### config.mk
export PLATFORM = sky130hd
export DESIGN_NAME = numeric_element_type_converter
export DESIGN_NICKNAME = d
export VERILOG_FILES = /design/src/sv/netc_pkg.sv /design/src/sv/numeric_element_type_converter.sv
export SDC_FILE = /design/constraint.sdc
export NUM_CORES = 2
export LEC_CHECK = 0
export BUFFER_PORTS_ARGS = -buffer_cell sky130_fd_sc_hd__buf_2
export CORE_MARGIN = 2
export CORE_UTILIZATION = 48
export DETAILED_ROUTE_END_ITERATION = 16
export PLACE_DENSITY_LB_ADDON = 0.12
export SLEW_MARGIN = 20
export SYNTH_ARGS = -nofsm -noshare
export SYNTH_HDL_FRONTEND = slang
export SYNTH_SLANG_ARGS = --single-unit
### constraint.sdc
create_clock -name clk -period 7.16 [get_ports clk]
set_input_delay 0.358 -clock clk [delete_from_list [all_inputs] [get_ports clk]]
set_output_delay 0.358 -clock clk [all_outputs]
set_load 0.01 [all_outputs]
### src/sv/netc_pkg.sv
// Shared definitions for the numeric element type converter.
// Type codes, the stage control struct and small lookup functions.
// No dependencies.
package netc_pkg;

	localparam logic [3:0] T_BOOL = 4'd0;
	localparam logic [3:0] T_S8   = 4'd1;
	localparam logic [3:0] T_U8   = 4'd2;
	localparam logic [3:0] T_S16  = 4'd3;
	localparam logic [3:0] T_U16  = 4'd4;
	localparam logic [3:0] T_S32  = 4'd5;
	localparam logic [3:0] T_U32  = 4'd6;
	localparam logic [3:0] T_S64  = 4'd7;
	localparam logic [3:0] T_U64  = 4'd8;
	localparam logic [3:0] T_F32  = 4'd9;
	localparam logic [3:0] T_F64  = 4'd10;

	localparam logic [3:0] REG_SOURCE_TYPE = 4'd0;
	localparam logic [3:0] REG_TARGET_TYPE = 4'd1;

	// Control that travels with each element down the pipeline.
	typedef struct packed {
		logic [3:0]  tgt;
		logic        sign;
		logic        zero;
		logic        inf;
		logic        direct;
		logic [63:0] dres;
		logic        dflag;
	} ctl_t;

	function automatic logic [63:0] type_mask(input logic [3:0] t);
		logic [63:0] m;
		case (t)
			T_BOOL, T_S8, T_U8: m = 64'h0000_0000_0000_00ff;
			T_S16, T_U16:       m = 64'h0000_0000_0000_ffff;
			T_S32, T_U32:       m = 64'h0000_0000_ffff_ffff;
			T_S64, T_U64:       m = 64'hffff_ffff_ffff_ffff;
			default:            m = 64'h0;
		endcase
		return m;
	endfunction

	function automatic logic [3:0] type_bytes(input logic [3:0] t);
		logic [3:0] n;
		case (t)
			T_S16, T_U16:        n = 4'd2;
			T_S32, T_U32, T_F32: n = 4'd4;
			T_S64, T_U64, T_F64: n = 4'd8;
			default:             n = 4'd1;
		endcase
		return n;
	endfunction

	function automatic logic type_signed(input logic [3:0] t);
		return (t == T_S8) || (t == T_S16) || (t == T_S32) || (t == T_S64);
	endfunction

endpackage

### src/sv/numeric_element_type_converter.sv
// Top level of the numeric element type converter: five-stage pipeline.
// Depends on netc_pkg.
//
// Converts one element per clock between bool, 8/16/32/64-bit signed and unsigned
// integers, IEEE single and IEEE double, following C cast rules: integer casts wrap,
// casts to bool test for nonzero, integer to float and double to single round to
// nearest even, float to integer truncates toward zero and saturates out-of-range,
// infinite or NaN values (NaN gives 0) with invalid_flag set. A transaction is taken
// whenever start is high; busy is always low because every stage advances each cycle.
// The result sits on result_bits/result_bytes/invalid_flag with done high for one
// cycle; results leave in order. The receiver cannot stall, so none is held. Each
// element passes through the stages: unpack, two normalize stages (leading-zero
// search, 32/16/8 then 4/2/1), the alignment shift with sticky, and
// round/pack/saturate. Write source_type (index 0) and target_type (index 1) through
// the cfg port only while no element is in flight; cfg_ready is always high.
module numeric_element_type_converter (
	input  logic        clk,
	input  logic        arst_n,
	input  logic        start,
	output logic        busy,
	input  logic [63:0] source_bits,
	output logic        done,
	output logic [63:0] result_bits,
	output logic [3:0]  result_bytes,
	output logic        invalid_flag,
	input  logic        cfg_valid,
	output logic        cfg_ready,
	input  logic [3:0]  cfg_index,
	input  logic [3:0]  cfg_data
);
	import netc_pkg::*;

	// Configuration registers.
	logic [3:0] src_q, tgt_q;

	assign cfg_ready = 1'b1;
	assign busy      = 1'b0;

	always_ff @(posedge clk or negedge arst_n) begin
		if (!arst_n) begin
			src_q <= T_BOOL;
			tgt_q <= T_BOOL;
		end else if (cfg_valid && cfg_ready) begin
			if (cfg_index == REG_SOURCE_TYPE) src_q <= cfg_data;
			else if (cfg_index == REG_TARGET_TYPE) tgt_q <= cfg_data;
		end
	end

	// ---------------------------------------------------------------------
	// Unpack: split the source into sign, integer magnitude and exponent so
	// that value = mag * 2^xexp. Cases with a trivial answer (integer casts,
	// casts to bool, same-type float, NaN and infinity into floats, NaN into
	// integers, unknown target) are resolved here and ride along as direct.
	// ---------------------------------------------------------------------
	ctl_t               ctl_d;
	logic [63:0]        mag_d;
	logic signed [12:0] xexp_d;
	logic [63:0]        ival;
	logic               neg_i, nan, t_float, t_int;
	logic [7:0]         e32;
	logic [22:0]        f32;
	logic [10:0]        e64;
	logic [51:0]        f64;

	always_comb begin
		e32 = source_bits[30:23];
		f32 = source_bits[22:0];
		e64 = source_bits[62:52];
		f64 = source_bits[51:0];
		t_float = (tgt_q == T_F32) || (tgt_q == T_F64);
		t_int   = (tgt_q <= T_U64);
		case (src_q)
			T_BOOL:  ival = {63'b0, |source_bits[7:0]};
			T_S8:    ival = {{56{source_bits[7]}}, source_bits[7:0]};
			T_U8:    ival = {56'b0, source_bits[7:0]};
			T_S16:   ival = {{48{source_bits[15]}}, source_bits[15:0]};
			T_U16:   ival = {48'b0, source_bits[15:0]};
			T_S32:   ival = {{32{source_bits[31]}}, source_bits[31:0]};
			T_U32:   ival = {32'b0, source_bits[31:0]};
			T_S64:   ival = source_bits;
			T_U64:   ival = source_bits;
			default: ival = 64'b0;
		endcase
		neg_i = type_signed(src_q) && ival[63];
		nan   = 1'b0;
		ctl_d.tgt    = tgt_q;
		ctl_d.sign   = 1'b0;
		ctl_d.zero   = 1'b1;
		ctl_d.inf    = 1'b0;
		ctl_d.direct = 1'b0;
		ctl_d.dres   = 64'b0;
		ctl_d.dflag  = 1'b0;
		mag_d  = 64'b0;
		xexp_d = 13'sd0;
		if (src_q == T_F32) begin
			nan        = (e32 == 8'hff) && (f32 != 23'b0);
			ctl_d.sign = source_bits[31];
			ctl_d.inf  = (e32 == 8'hff) && (f32 == 23'b0);
			ctl_d.zero = (e32 == 8'h00) && (f32 == 23'b0);
			if (e32 == 8'h00) begin
				mag_d  = {41'b0, f32};
				xexp_d = -13'sd149;
			end else begin
				mag_d  = {40'b0, 1'b1, f32};
				xexp_d = $signed({5'b0, e32}) - 13'sd150;
			end
			if (tgt_q == T_BOOL) begin
				ctl_d.direct = 1'b1;
				ctl_d.dres   = {63'b0, nan || !ctl_d.zero};
				ctl_d.dflag  = nan;
			end else if (tgt_q == T_F32) begin
				ctl_d.direct = 1'b1;
				ctl_d.dres   = {32'b0, source_bits[31:0]};
			end else if (tgt_q == T_F64 && nan) begin
				ctl_d.direct = 1'b1;
				ctl_d.dres   = {source_bits[31], 11'h7ff, 1'b1, f32[21:0], 29'b0};
			end else if (tgt_q == T_F64 && ctl_d.inf) begin
				ctl_d.direct = 1'b1;
				ctl_d.dres   = {source_bits[31], 11'h7ff, 52'b0};
			end else if (t_int && nan) begin
				ctl_d.direct = 1'b1;
				ctl_d.dflag  = 1'b1;
			end
		end else if (src_q == T_F64) begin
			nan        = (e64 == 11'h7ff) && (f64 != 52'b0);
			ctl_d.sign = source_bits[63];
			ctl_d.inf  = (e64 == 11'h7ff) && (f64 == 52'b0);
			ctl_d.zero = (e64 == 11'h000) && (f64 == 52'b0);
			if (e64 == 11'h000) begin
				mag_d  = {12'b0, f64};
				xexp_d = -13'sd1074;
			end else begin
				mag_d  = {11'b0, 1'b1, f64};
				xexp_d = $signed({2'b0, e64}) - 13'sd1075;
			end
			if (tgt_q == T_BOOL) begin
				ctl_d.direct = 1'b1;
				ctl_d.dres   = {63'b0, nan || !ctl_d.zero};
				ctl_d.dflag  = nan;
			end else if (tgt_q == T_F64) begin
				ctl_d.direct = 1'b1;
				ctl_d.dres   = source_bits;
			end else if (tgt_q == T_F32 && nan) begin
				ctl_d.direct = 1'b1;
				ctl_d.dres   = {32'b0, source_bits[63], 8'hff, 1'b1, source_bits[50:29]};
			end else if (tgt_q == T_F32 && ctl_d.inf) begin
				ctl_d.direct = 1'b1;
				ctl_d.dres   = {32'b0, source_bits[63], 8'hff, 23'b0};
			end else if (t_int && nan) begin
				ctl_d.direct = 1'b1;
				ctl_d.dflag  = 1'b1;
			end
		end else begin
			// Integer, bool or unknown source (unknown reads as zero).
			ctl_d.sign   = neg_i;
			ctl_d.zero   = (ival == 64'b0);
			mag_d        = neg_i ? (~ival + 64'd1) : ival;
			ctl_d.direct = !t_float;
			if (tgt_q == T_BOOL) ctl_d.dres = {63'b0, ival != 64'b0};
			else ctl_d.dres = ival & type_mask(tgt_q);
		end
		if (tgt_q > T_F64) begin
			ctl_d.direct = 1'b1;
			ctl_d.dres   = 64'b0;
			ctl_d.dflag  = 1'b0;
		end
	end

	// Stage 1 registers.
	logic               v_s1;
	ctl_t               ctl_s1;
	logic [63:0]        mag_s1;
	logic signed [12:0] xexp_s1;

	always_ff @(posedge clk or negedge arst_n) begin
		if (!arst_n) v_s1 <= 1'b0;
		else v_s1 <= start && !busy;
	end

	always_ff @(posedge clk) begin
		ctl_s1  <= ctl_d;
		mag_s1  <= mag_d;
		xexp_s1 <= xexp_d;
	end

	// ---------------------------------------------------------------------
	// Normalize, coarse half: shift out leading zeros 32, 16, 8 at a time.
	// ---------------------------------------------------------------------
	logic [63:0] n2_a, n2_b, n2_c;
	logic [5:0]  lz2;

	always_comb begin
		lz2  = 6'd0;
		n2_a = mag_s1;
		if (n2_a[63:32] == 32'b0) begin
			n2_a   = {n2_a[31:0], 32'b0};
			lz2[5] = 1'b1;
		end
		n2_b = n2_a;
		if (n2_b[63:48] == 16'b0) begin
			n2_b   = {n2_b[47:0], 16'b0};
			lz2[4] = 1'b1;
		end
		n2_c = n2_b;
		if (n2_c[63:56] == 8'b0) begin
			n2_c   = {n2_c[55:0], 8'b0};
			lz2[3] = 1'b1;
		end
	end

	logic               v_s2;
	ctl_t               ctl_s2;
	logic [63:0]        mant_s2;
	logic [5:0]         lz_s2;
	logic signed [12:0] xexp_s2;

	always_ff @(posedge clk or negedge arst_n) begin
		if (!arst_n) v_s2 <= 1'b0;
		else v_s2 <= v_s1;
	end

	always_ff @(posedge clk) begin
		ctl_s2  <= ctl_s1;
		mant_s2 <= n2_c;
		lz_s2   <= lz2;
		xexp_s2 <= xexp_s1;
	end

	// ---------------------------------------------------------------------
	// Normalize, fine half (4, 2, 1), then find the leading-bit exponent and
	// the right shift that lines the mantissa up for rounding or truncation.
	// ---------------------------------------------------------------------
	logic [63:0]        n3_a, n3_b, n3_c;
	logic [5:0]         lz3;
	logic signed [13:0] e_c, emin, psh, tmp;
	logic [6:0]         sh_c;
	logic               sub_c, ovf_c, tf3;

	always_comb begin
		lz3  = lz_s2;
		n3_a = mant_s2;
		if (n3_a[63:60] == 4'b0) begin
			n3_a   = {n3_a[59:0], 4'b0};
			lz3[2] = 1'b1;
		end
		n3_b = n3_a;
		if (n3_b[63:62] == 2'b0) begin
			n3_b   = {n3_b[61:0], 2'b0};
			lz3[1] = 1'b1;
		end
		n3_c = n3_b;
		if (!n3_c[63]) begin
			n3_c   = {n3_c[62:0], 1'b0};
			lz3[0] = 1'b1;
		end
		e_c  = {xexp_s2[12], xexp_s2} + 14'sd63 - $signed({8'b0, lz3});
		tf3  = (ctl_s2.tgt == T_F32) || (ctl_s2.tgt == T_F64);
		emin = (ctl_s2.tgt == T_F32) ? -14'sd126 : -14'sd1022;
		psh  = (ctl_s2.tgt == T_F32) ? 14'sd40 : 14'sd11;
		sub_c = 1'b0;
		tmp   = 14'sd0;
		if (tf3) begin
			sub_c = (e_c < emin);
			tmp   = sub_c ? (psh + emin - e_c) : psh;
			sh_c  = (tmp > 14'sd127) ? 7'd127 : tmp[6:0];
		end else if (e_c < 14'sd0) begin
			sh_c = 7'd127;
		end else if (e_c > 14'sd63) begin
			sh_c = 7'd0;
		end else begin
			tmp  = 14'sd63 - e_c;
			sh_c = tmp[6:0];
		end
		ovf_c = ctl_s2.inf || (!ctl_s2.zero && (e_c > 14'sd63));
	end

	logic               v_s3;
	ctl_t               ctl_s3;
	logic [63:0]        mant_s3;
	logic signed [13:0] e_s3;
	logic [6:0]         sh_s3;
	logic               sub_s3, ovf_s3;

	always_ff @(posedge clk or negedge arst_n) begin
		if (!arst_n) v_s3 <= 1'b0;
		else v_s3 <= v_s2;
	end

	always_ff @(posedge clk) begin
		ctl_s3  <= ctl_s2;
		mant_s3 <= n3_c;
		e_s3    <= e_c;
		sh_s3   <= sh_c;
		sub_s3  <= sub_c;
		ovf_s3  <= ovf_c;
	end

	// ---------------------------------------------------------------------
	// Align: shift right, keep the round bit and fold the rest into sticky.
	// ---------------------------------------------------------------------
	logic [127:0] wide;

	assign wide = {mant_s3, 64'b0} >> sh_s3;

	logic               v_s4;
	ctl_t               ctl_s4;
	logic [63:0]        q_s4;
	logic               rnd_s4, stk_s4, sub_s4, ovf_s4;
	logic signed [13:0] e_s4;

	always_ff @(posedge clk or negedge arst_n) begin
		if (!arst_n) v_s4 <= 1'b0;
		else v_s4 <= v_s3;
	end

	always_ff @(posedge clk) begin
		ctl_s4 <= ctl_s3;
		q_s4   <= wide[127:64];
		rnd_s4 <= wide[63];
		stk_s4 <= |wide[62:0];
		sub_s4 <= sub_s3;
		ovf_s4 <= ovf_s3;
		e_s4   <= e_s3;
	end

	// ---------------------------------------------------------------------
	// Round to nearest even and pack floats; saturate integer results.
	// A carry out of the mantissa runs into the exponent field by the add.
	// ---------------------------------------------------------------------
	logic [63:0]        res_c, mk, half, tmag;
	logic               flag_c, inc, ok, tsgn;
	logic signed [13:0] eb, base;
	logic [24:0]        qp32;
	logic [53:0]        qp64;
	logic [31:0]        pk32;
	logic [62:0]        pk64;

	always_comb begin
		inc    = rnd_s4 && (stk_s4 || q_s4[0]);
		mk     = type_mask(ctl_s4.tgt);
		half   = (mk >> 1) + 64'd1;
		tmag   = q_s4;
		tsgn   = type_signed(ctl_s4.tgt);
		flag_c = 1'b0;
		ok     = 1'b1;
		eb     = 14'sd0;
		base   = 14'sd0;
		qp32   = {1'b0, q_s4[23:0]} + {24'b0, inc};
		qp64   = {1'b0, q_s4[52:0]} + {53'b0, inc};
		pk32   = 32'b0;
		pk64   = 63'b0;
		res_c  = 64'b0;
		if (ctl_s4.direct) begin
			res_c  = ctl_s4.dres;
			flag_c = ctl_s4.dflag;
		end else if (ctl_s4.tgt == T_F32) begin
			eb   = e_s4 + 14'sd127;
			base = sub_s4 ? 14'sd0 : (eb - 14'sd1);
			pk32 = {1'b0, base[7:0], 23'b0} + {7'b0, qp32};
			if (ctl_s4.zero) res_c = {32'b0, ctl_s4.sign, 31'b0};
			else if (!sub_s4 && (eb >= 14'sd255)) res_c = {32'b0, ctl_s4.sign, 8'hff, 23'b0};
			else res_c = {32'b0, ctl_s4.sign, pk32[30:0]};
		end else if (ctl_s4.tgt == T_F64) begin
			eb   = e_s4 + 14'sd1023;
			base = sub_s4 ? 14'sd0 : (eb - 14'sd1);
			pk64 = {base[10:0], 52'b0} + {9'b0, qp64};
			if (ctl_s4.zero) res_c = {ctl_s4.sign, 63'b0};
			else if (!sub_s4 && (eb >= 14'sd2047)) res_c = {ctl_s4.sign, 11'h7ff, 52'b0};
			else res_c = {ctl_s4.sign, pk64};
		end else if (tsgn) begin
			ok = !ovf_s4 && (ctl_s4.sign ? (tmag <= half) : (tmag < half));
			if (ok) res_c = (ctl_s4.sign ? (~tmag + 64'd1) : tmag) & mk;
			else res_c = ctl_s4.sign ? half : ((half - 64'd1) & mk);
			flag_c = !ok;
		end else begin
			ok = !ovf_s4 && (ctl_s4.sign ? (tmag == 64'b0) : ((tmag & ~mk) == 64'b0));
			if (ok) res_c = tmag;
			else res_c = ctl_s4.sign ? 64'b0 : mk;
			flag_c = !ok;
		end
	end

	logic        v_s5;
	logic [3:0]  tgt_s5;
	logic [63:0] res_s5;
	logic        flag_s5;

	always_ff @(posedge clk or negedge arst_n) begin
		if (!arst_n) v_s5 <= 1'b0;
		else v_s5 <= v_s4;
	end

	always_ff @(posedge clk) begin
		tgt_s5  <= ctl_s4.tgt;
		res_s5  <= res_c;
		flag_s5 <= flag_c;
	end

	// Present the result for one cycle.
	assign done         = v_s5;
	assign result_bits  = res_s5;
	assign result_bytes = type_bytes(tgt_s5);
	assign invalid_flag = flag_s5;

`ifndef SYNTH
	a_latency: assert property (@(posedge clk) disable iff (!arst_n)
		(start && !busy) |-> ##5 done)
		else $error("accepted element did not complete in five cycles");

	a_flag_int_only: assert property (@(posedge clk) disable iff (!arst_n)
		(v_s5 && flag_s5) |-> (tgt_s5 <= T_U64))
		else $error("invalid flag raised on a float or unknown target");

	a_f32_upper_zero: assert property (@(posedge clk) disable iff (!arst_n)
		(v_s5 && (tgt_s5 == T_F32)) |-> (res_s5[63:32] == 32'b0))
		else $error("single result has upper bits set");

	a_width_mask: assert property (@(posedge clk) disable iff (!arst_n)
		(v_s5 && (tgt_s5 <= T_U64) && (tgt_s5 != T_BOOL))
		|-> ((res_s5 & ~type_mask(tgt_s5)) == 64'b0))
		else $error("integer result exceeds target width");
`endif

endmodule
Yosys cells after proc, flatten, opt, wreduce, memory -nomap -nowiden
Memory sizes are Yosys's and may differ from the RTL's. A register that Yosys moved wholly into a read port is not among the register bits.
Cells that the tools add are included.
- reduce and logical (&&, ||, !) cells: 62
- shift-type cells: 1
- multiplexer cells: 77
- add/subtract/negate cells: 19
- $lt $le $gt $ge: 10
- eq/ne operators: 23
- bitwise operators: 8
- operators with widths (cell ; count):
    $mux 64 ; 22
    $pmux 64 s8 ; 1
    $mux 65 ; 5
    $and 64x64->64 ; 4
    $logic_not 64->1 ; 3
    $not 64->64 ; 3
    $mux 63 ; 3
    $mux 66 ; 2
    $add 64x1->64 const B ; 2
    $shr 128x7->128 ; 1
    $mux 69 ; 1
    $add 63x1->64 const B ; 1
    $le 64x64->1 ; 1
    $lt 64x64->1 ; 1
    $reduce_bool 64->1 ; 1
    $sub 64x1->64 const B ; 1
    $add 63x54->63 ; 1
    $reduce_or 63->1 ; 1
    $mux 31 ; 2
    $add 53x1->54 ; 1
    $mux 53 ; 1
    $logic_not 52->1 ; 1
    $mux 13 ; 4
    $reduce_bool 52->1 ; 1
    53 further kinds ; 136
- memories kept: 3
- ROM bits: 2112
- register bits after elaboration: 694
- input bits: 76
- output and inout bits: 72
- logic and storage cells: 257
- memory list (memory ; words ; width ; rd ports ; clocked after Yosys merged registers in ; wr ports ; line ; source):
    (no name shown) ; 16 ; 64 ; 1 ; 1 ; 0 ; netc_pkg.sv:34 ; case (t)
    (no name shown) ; 16 ; 64 ; 1 ; 0 ; 0 ; netc_pkg.sv:34 ;
    (no name shown) ; 16 ; 4 ; 1 ; 1 ; 0 ; netc_pkg.sv:46 ; case (t)

Depth between registers and ports, before layout
- depth after elaboration: 11
- mapped depth: 26
- gate-level depth less buffers: 25

Least setup slack after synthesis
OpenSTA, ideal clock, no wires.
- path type: register to register
- start point: register mant_s2[60]
- end point: register sh_s3[4]
- arrival: 5327 ps
- setup slack: 1741 ps
- buffers on the path: 2
- stages on the path, launching flop included: 26
- period minus slack after synthesis: 5419 ps
- cells stage by stage: dfxtp_1 -> nor4_1 -> a21oi_1 -> o21ai_1 -> clkbuf_1 -> clkbuf_1 -> ha_1 -> ha_1 -> inv_1 -> fa_1 -> nand2b_1 -> nand2b_1 -> a21o_1 -> xor2_1 -> inv_1 -> ha_1 -> ha_1 -> nand2_1 -> o21bai_1 -> a31oi_1 -> o31ai_1 -> or4_1 -> nand3_1 -> a311oi_1 -> nor2_1 -> o32ai_1
- longest elaborated chain between the ends: 11
- elaborated cells on any way between the ends: 19
- classes of those cells: add/sub: 3; order compare: 4; mux: 10; reduce/logical: 2
- ends and longest elaborated chain (element ; line ; source):
    start, declared ; numeric_element_type_converter.sv:213 ; logic [63:0] mant_s2;
    start signal, assigned ; numeric_element_type_converter.sv:224 ; mant_s2 <= n2_c;
    $logic_not 4->1 (*) ; numeric_element_type_converter.sv:242 ; if (n3_a[63:60] == 4'b0) begin
    $mux 64 ; numeric_element_type_converter.sv:242 ;
    $logic_not 2->1 ; numeric_element_type_converter.sv:247 ; if (n3_b[63:62] == 2'b0) begin
    $mux 64 ; numeric_element_type_converter.sv:247 ;
    $mux 1 ; numeric_element_type_converter.sv:252 ; if (!n3_c[63]) begin
    $sub 14x6->14 (*) ; numeric_element_type_converter.sv:256 ; e_c = {xexp_s2[12], xexp_s2} + 14'sd63 - $signed({8'b0, lz3});
    via e_c[5] ; numeric_element_type_converter.sv:235 ; logic signed [13:0] e_c, emin, psh, tmp;
    $sub 12x14->14 / $lt 14x11->1 (equally long branches) ; numeric_element_type_converter.sv:264, numeric_element_type_converter.sv:263 ;
    $mux 14 ; numeric_element_type_converter.sv:264 ; tmp = sub_c ? (psh + emin - e_c) : psh;
    $gt 14x8->1 ; numeric_element_type_converter.sv:265 ; sh_c = (tmp > 14'sd127) ? 7'd127 : tmp[6:0];
    $mux 7 ; numeric_element_type_converter.sv:265 ;
    $mux 7 (*) ; numeric_element_type_converter.sv:262 ; if (tf3) begin
    via sh_c[4] ; numeric_element_type_converter.sv:236 ; logic [6:0] sh_c;
    end signal, assigned ; numeric_element_type_converter.sv:293 ; sh_s3 <= sh_c;
    end, declared ; numeric_element_type_converter.sv:281 ; logic [6:0] sh_s3;
Mark *: on every way through the listed nets, which the timed path passes. The rest lies on a longest branch.
A chain may end at the register's enable or synchronous reset.

Worst setup path in the final report
Same ends and word-level chain as after synthesis.

==> Flow_metrics.wiki <==
{| class="wikitable"
! Metric !! Value
|-
| Placeable core region || 0.0761 mm2
|-
| Signed area change from the synthesized netlist to the final layout || 11.0%
|-
| Count of unresolved DRC violations after routing || 0
|-
| Top cell types by occurrence after synthesis || sky130_fd_sc_hd__dfxtp_1 (687), sky130_fd_sc_hd__nand2_1 (458), sky130_fd_sc_hd__a21oi_1 (357), sky130_fd_sc_hd__nor2_1 (353), sky130_fd_sc_hd__o21ai_0 (308)
|-
| Core utilization of the finished layout || 0.539
|-
| Standard-cell row count || 101
|-
| Path type of the worst min-delay path || input pin to flop
|-
| Register-to-register path setup slack || 0.95 ns
|-
| Met3 track demand over resource || 0.0544
|-
| Fraction of layout cells with a size suffix above 1 || 0.133
|-
| WP data arrival || 6.70 ns
|-
| Clock H-tree levels || 3
|-
| Number of warnings printed during yosys synthesis || 0
|-
| Remaining global-route overflow || 0
|-
| Global-route wire length before repair || 202000 um
|-
| Synth Net Count || 4502
|-
| Total negative setup slack || 0 ns
|-
| Synthesis-stage register bit count || 700
|-
| TritonCTS clock tree || built
|-
| Maximum fanout count along the critical path || 66
|-
| Final number of max-transition violations || 0
|-
| Routed Wire Length || 137000 um
|-
| Detailed-router iteration count before antenna repair || 7
|-
| Number of gates resized after CTS || 0
|-
| CP Launch Type || flop
|-
| Number of ports placed on the die boundary || 148
|-
| Chip Height || 281 um
|-
| Setup repair after global routing missed its margin || false
|-
| Met2 routing resource usage after global routing || 0.504
|-
| Clock insertion delay at the later pin of the skew report || 0.64 ns
|-
| Transition time of the tightest slew-check pin || 1.16 ns
|-
| Post-detailed-route via-to-cell ratio || 6.25
|-
| Cell area after synthesis || 0.0370 mm2
|-
| Worst hold path depth || 2
|-
| Power density over the cells || 534 mW/mm2
|-
| Reg-to-reg startpoint || mant_s2[60]
|-
| Result of the run || complete, no violations
|-
| Number of library cell types mapped by synthesis || 92
|-
| Total global-route track usage || 0.339
|-
| Largest clock skew in the final design || 0.0434 ns
|-
| Pin count of the biggest net entering global routing || 67
|-
| DIE AREA || 0.0792 mm2
|-
| Cell types with the largest area share after synthesis || sky130_fd_sc_hd__dfxtp_1 (37%), sky130_fd_sc_hd__mux2i_1 (5.2%), sky130_fd_sc_hd__a21oi_1 (4.8%)
|-
| Reg2Reg Capture Point || sh_s3[4]
|-
| R2r worst-path depth || 22
|-
| Crit path from || mant_s2[60]
|-
| Crit Path Category || flop to flop
|-
| Finish-stage setup viols || 0
|-
| Cell count after synthesis || 4303
|-
| Async set-or-reset flop fraction in the synthesized netlist || 0.0186
|-
| Upper clock frequency limit || 161 MHz
|-
| Data required time at the worst endpoint || 7.65 ns
|-
| Number of buffers inserted to repair setup after CTS || 0
|-
| Highest-utilization routing layer at the global route stage || met2
|-
| Maximum ir drop on the vdd rail || 524 uV
|-
| Synth area leader || sky130_fd_sc_hd__dfxtp_1
|-
| Mean Syn Cell Area || 8.59 um2
|-
| Final GP Congestion || 1.03
|-
| Max-cap violations || 0
|-
| Clock net sink count || 700
|-
| Dominant register cell in the synthesized netlist || sky130_fd_sc_hd__dfxtp_1
|-
| Critical path endpoint category || flop
|-
| Worst slew slack as a fraction of its limit || 0.217
|-
| CTS clk-pin slew, worst paths || 0.06 ns
|-
| ANT nets after route || 0
|-
| Hpwl dp || 104000 um
|-
| Number of antenna violations at the first check in global routing || 6
|-
| Portion of the post-synthesis area used by sequential elements || 0.381
|-
| Crit path setup slack, layout || 0.953 ns
|-
| Final critical path time including I/O delays and setup || 6.21 ns
|-
| Setup Slack @ Placement || 1.10 ns
|-
| Number of enable flip-flop cells after synthesis || 0
|-
| Final nets || 4489
|-
| Static leakage || 16.7 nW
|-
| Grt met1 use || 0.467
|-
| Number of buffers inserted for hold repair after clock tree synthesis || 6
|-
| Final critical-path share of the clock period || 0.867
|-
| CTS root buffer || sky130_fd_sc_hd__clkbuf_16
|-
| Starting DRT DRC Count || 4039
|-
| Cts bufs inserted || 73
|-
| Critical Path Sink || sh_s3[4]
|-
| Share of Yosys cell area claimed by the top area cell type || 0.372
|-
| Count of endpoints failing hold in the final timing report || 0
|-
| Width of the die || 281 um
|-
| Most frequently used cell type in the post-synthesis netlist || sky130_fd_sc_hd__dfxtp_1
|-
| Count of buffers inserted at the top-level ports || 145
|-
| Maximum buffer depth of the clock tree || 3
|-
| Count of vias placed by the detailed router || 33645
|-
| Wirelength per Cell || 25.5 um
|-
| Vias in the first global route || 30917
|-
| Initial core utilization || 0.486
|}
## sequential cells by signal, summed over array words and instances, names as in the netlist, 3 cells and up
signal / flops
ctl_s1: 73
ctl_s2: 73
ctl_s3: 72
ctl_s4: 72
mag_s1: 64
mant_s2: 64
mant_s3: 64
q_s4: 64
result_bits: 64
e_s3: 14
e_s4: 14
xexp_s1: 12
xexp_s2: 12
sh_s3: 7
mk: 4
result_bytes: 4
src_q: 4
tgt_q: 4
lz_s2: 3
## cells in the final DEF, fill, tap and decap left out, drive strengths merged, types with 41 or more instances in the layout
cell type and n:
a211oi 41, a21o 58, a21oi 357, a22oi 46, a31oi 60, and2 49, buf 209, clkbuf 93
dfxtp 687, ha 121, inv 112, mux2 112, mux2i 193, mux4 58, nand2 458, nand3 105
nand4 70, nor2 353, nor3 98, nor4 43, o21ai 316, xnor2 98, xor2 55
## kinds of logic (layout without fill, tap and decap cells)
group / count (synthesis) / count (layout) / share of synthesized area
buffers and inverters: 405 / 449 / 0.0421
adders and majority gates: 123 / 123 / 0.0421
and+or+nand+nor: 1369 / 1369 / 0.175
xor gates and xnor gates: 153 / 153 / 0.0363
AOI/OAI and AO/OA: 1188 / 1188 / 0.202
DFF: 700 / 700 / 0.381
muxes: 363 / 363 / 0.122
other: 2 / 8 / 0.000203
## worst min path at each step
stage                           end      startpoint
after floorplan                done          arst_n
after global placement         done          arst_n
after detailed placement       done          arst_n
after CTS                 mag_s1[5]  source_bits[5]
after global routing      mag_s1[5]  source_bits[5]
final                     mag_s1[5]  source_bits[5]
## metal layers
| layer | up-vias | wire length, um | share of wire |
|---|---|---|---|
| met5 | - | 30 | 0.00022 |
| met4 | 4 | 9000 | 0.066 |
| met2 | 1752 | 57500 | 0.42 |
| met1 | 15880 | 59200 | 0.43 |
| li1 | 15619 | - | - |
| met3 | 390 | 11300 | 0.083 |
## metrics by stage
| step | hold slack, ns | power, mW | std cells | instance area, um2 |
|---|---|---|---|---|
| 2_1_floorplan | 0.0624 | 14.1 | 4303 | 37000 |
| 3_3_place_gp | 0.256 | 17.6 | 5239 | 38300 |
| 5_1_grt | 0.0619 | 23.1 | 5378 | 41000 |
| 3_5_place_dp | 0.258 | 17.6 | 5239 | 38300 |
| 4_1_cts | 0.0305 | 21.6 | 5377 | 41000 |
| 6_report | 0.0644 | 21.9 | 5383 | 41000 |
## worst max-delay path, stage by stage, from the launching register on
cell and delay, ns:
sky130_fd_sc_hd__dfxtp_1 0.34, sky130_fd_sc_hd__nor4_2 0.36, sky130_fd_sc_hd__buf_4 0.77, sky130_fd_sc_hd__inv_1 0.36
sky130_fd_sc_hd__ha_1 0.41, sky130_fd_sc_hd__inv_1 0.06, sky130_fd_sc_hd__fa_1 0.45, sky130_fd_sc_hd__nand2b_1 0.18
sky130_fd_sc_hd__nand2b_1 0.07, sky130_fd_sc_hd__a21o_1 0.13, sky130_fd_sc_hd__xor2_1 0.24, sky130_fd_sc_hd__inv_1 0.12
sky130_fd_sc_hd__ha_1 0.21, sky130_fd_sc_hd__ha_1 0.32, sky130_fd_sc_hd__nand2_1 0.07, sky130_fd_sc_hd__o21bai_1 0.26
sky130_fd_sc_hd__a31oi_1 0.15, sky130_fd_sc_hd__o31ai_1 0.49, sky130_fd_sc_hd__or4_1 0.19, sky130_fd_sc_hd__nand3_1 0.10
sky130_fd_sc_hd__a311oi_1 0.48, sky130_fd_sc_hd__nor2_1 0.16, sky130_fd_sc_hd__o32ai_1 0.15
## area by class of cell
type | instances | area, um2
Timing Repair Buffer | 215 | 1270
Antenna cell | 6 | 15.0
Inverter | 102 | 383
Sequential cell | 700 | 14100
Multi-Input combinational cell | 3198 | 21400
Clock buffer | 93 | 2040
Clock inverter | 39 | 526
Fill cell | 7151 | 35100
Tap cell | 1030 | 1290
## power by group
part	switching [mW]	internal [mW]	total, mW
clock network	1.64	2.38	4.03
registers	1.24	4.98	6.22
logic	7.15	4.49	11.6
No activity file was read; power rests on OpenSTA's default activity.
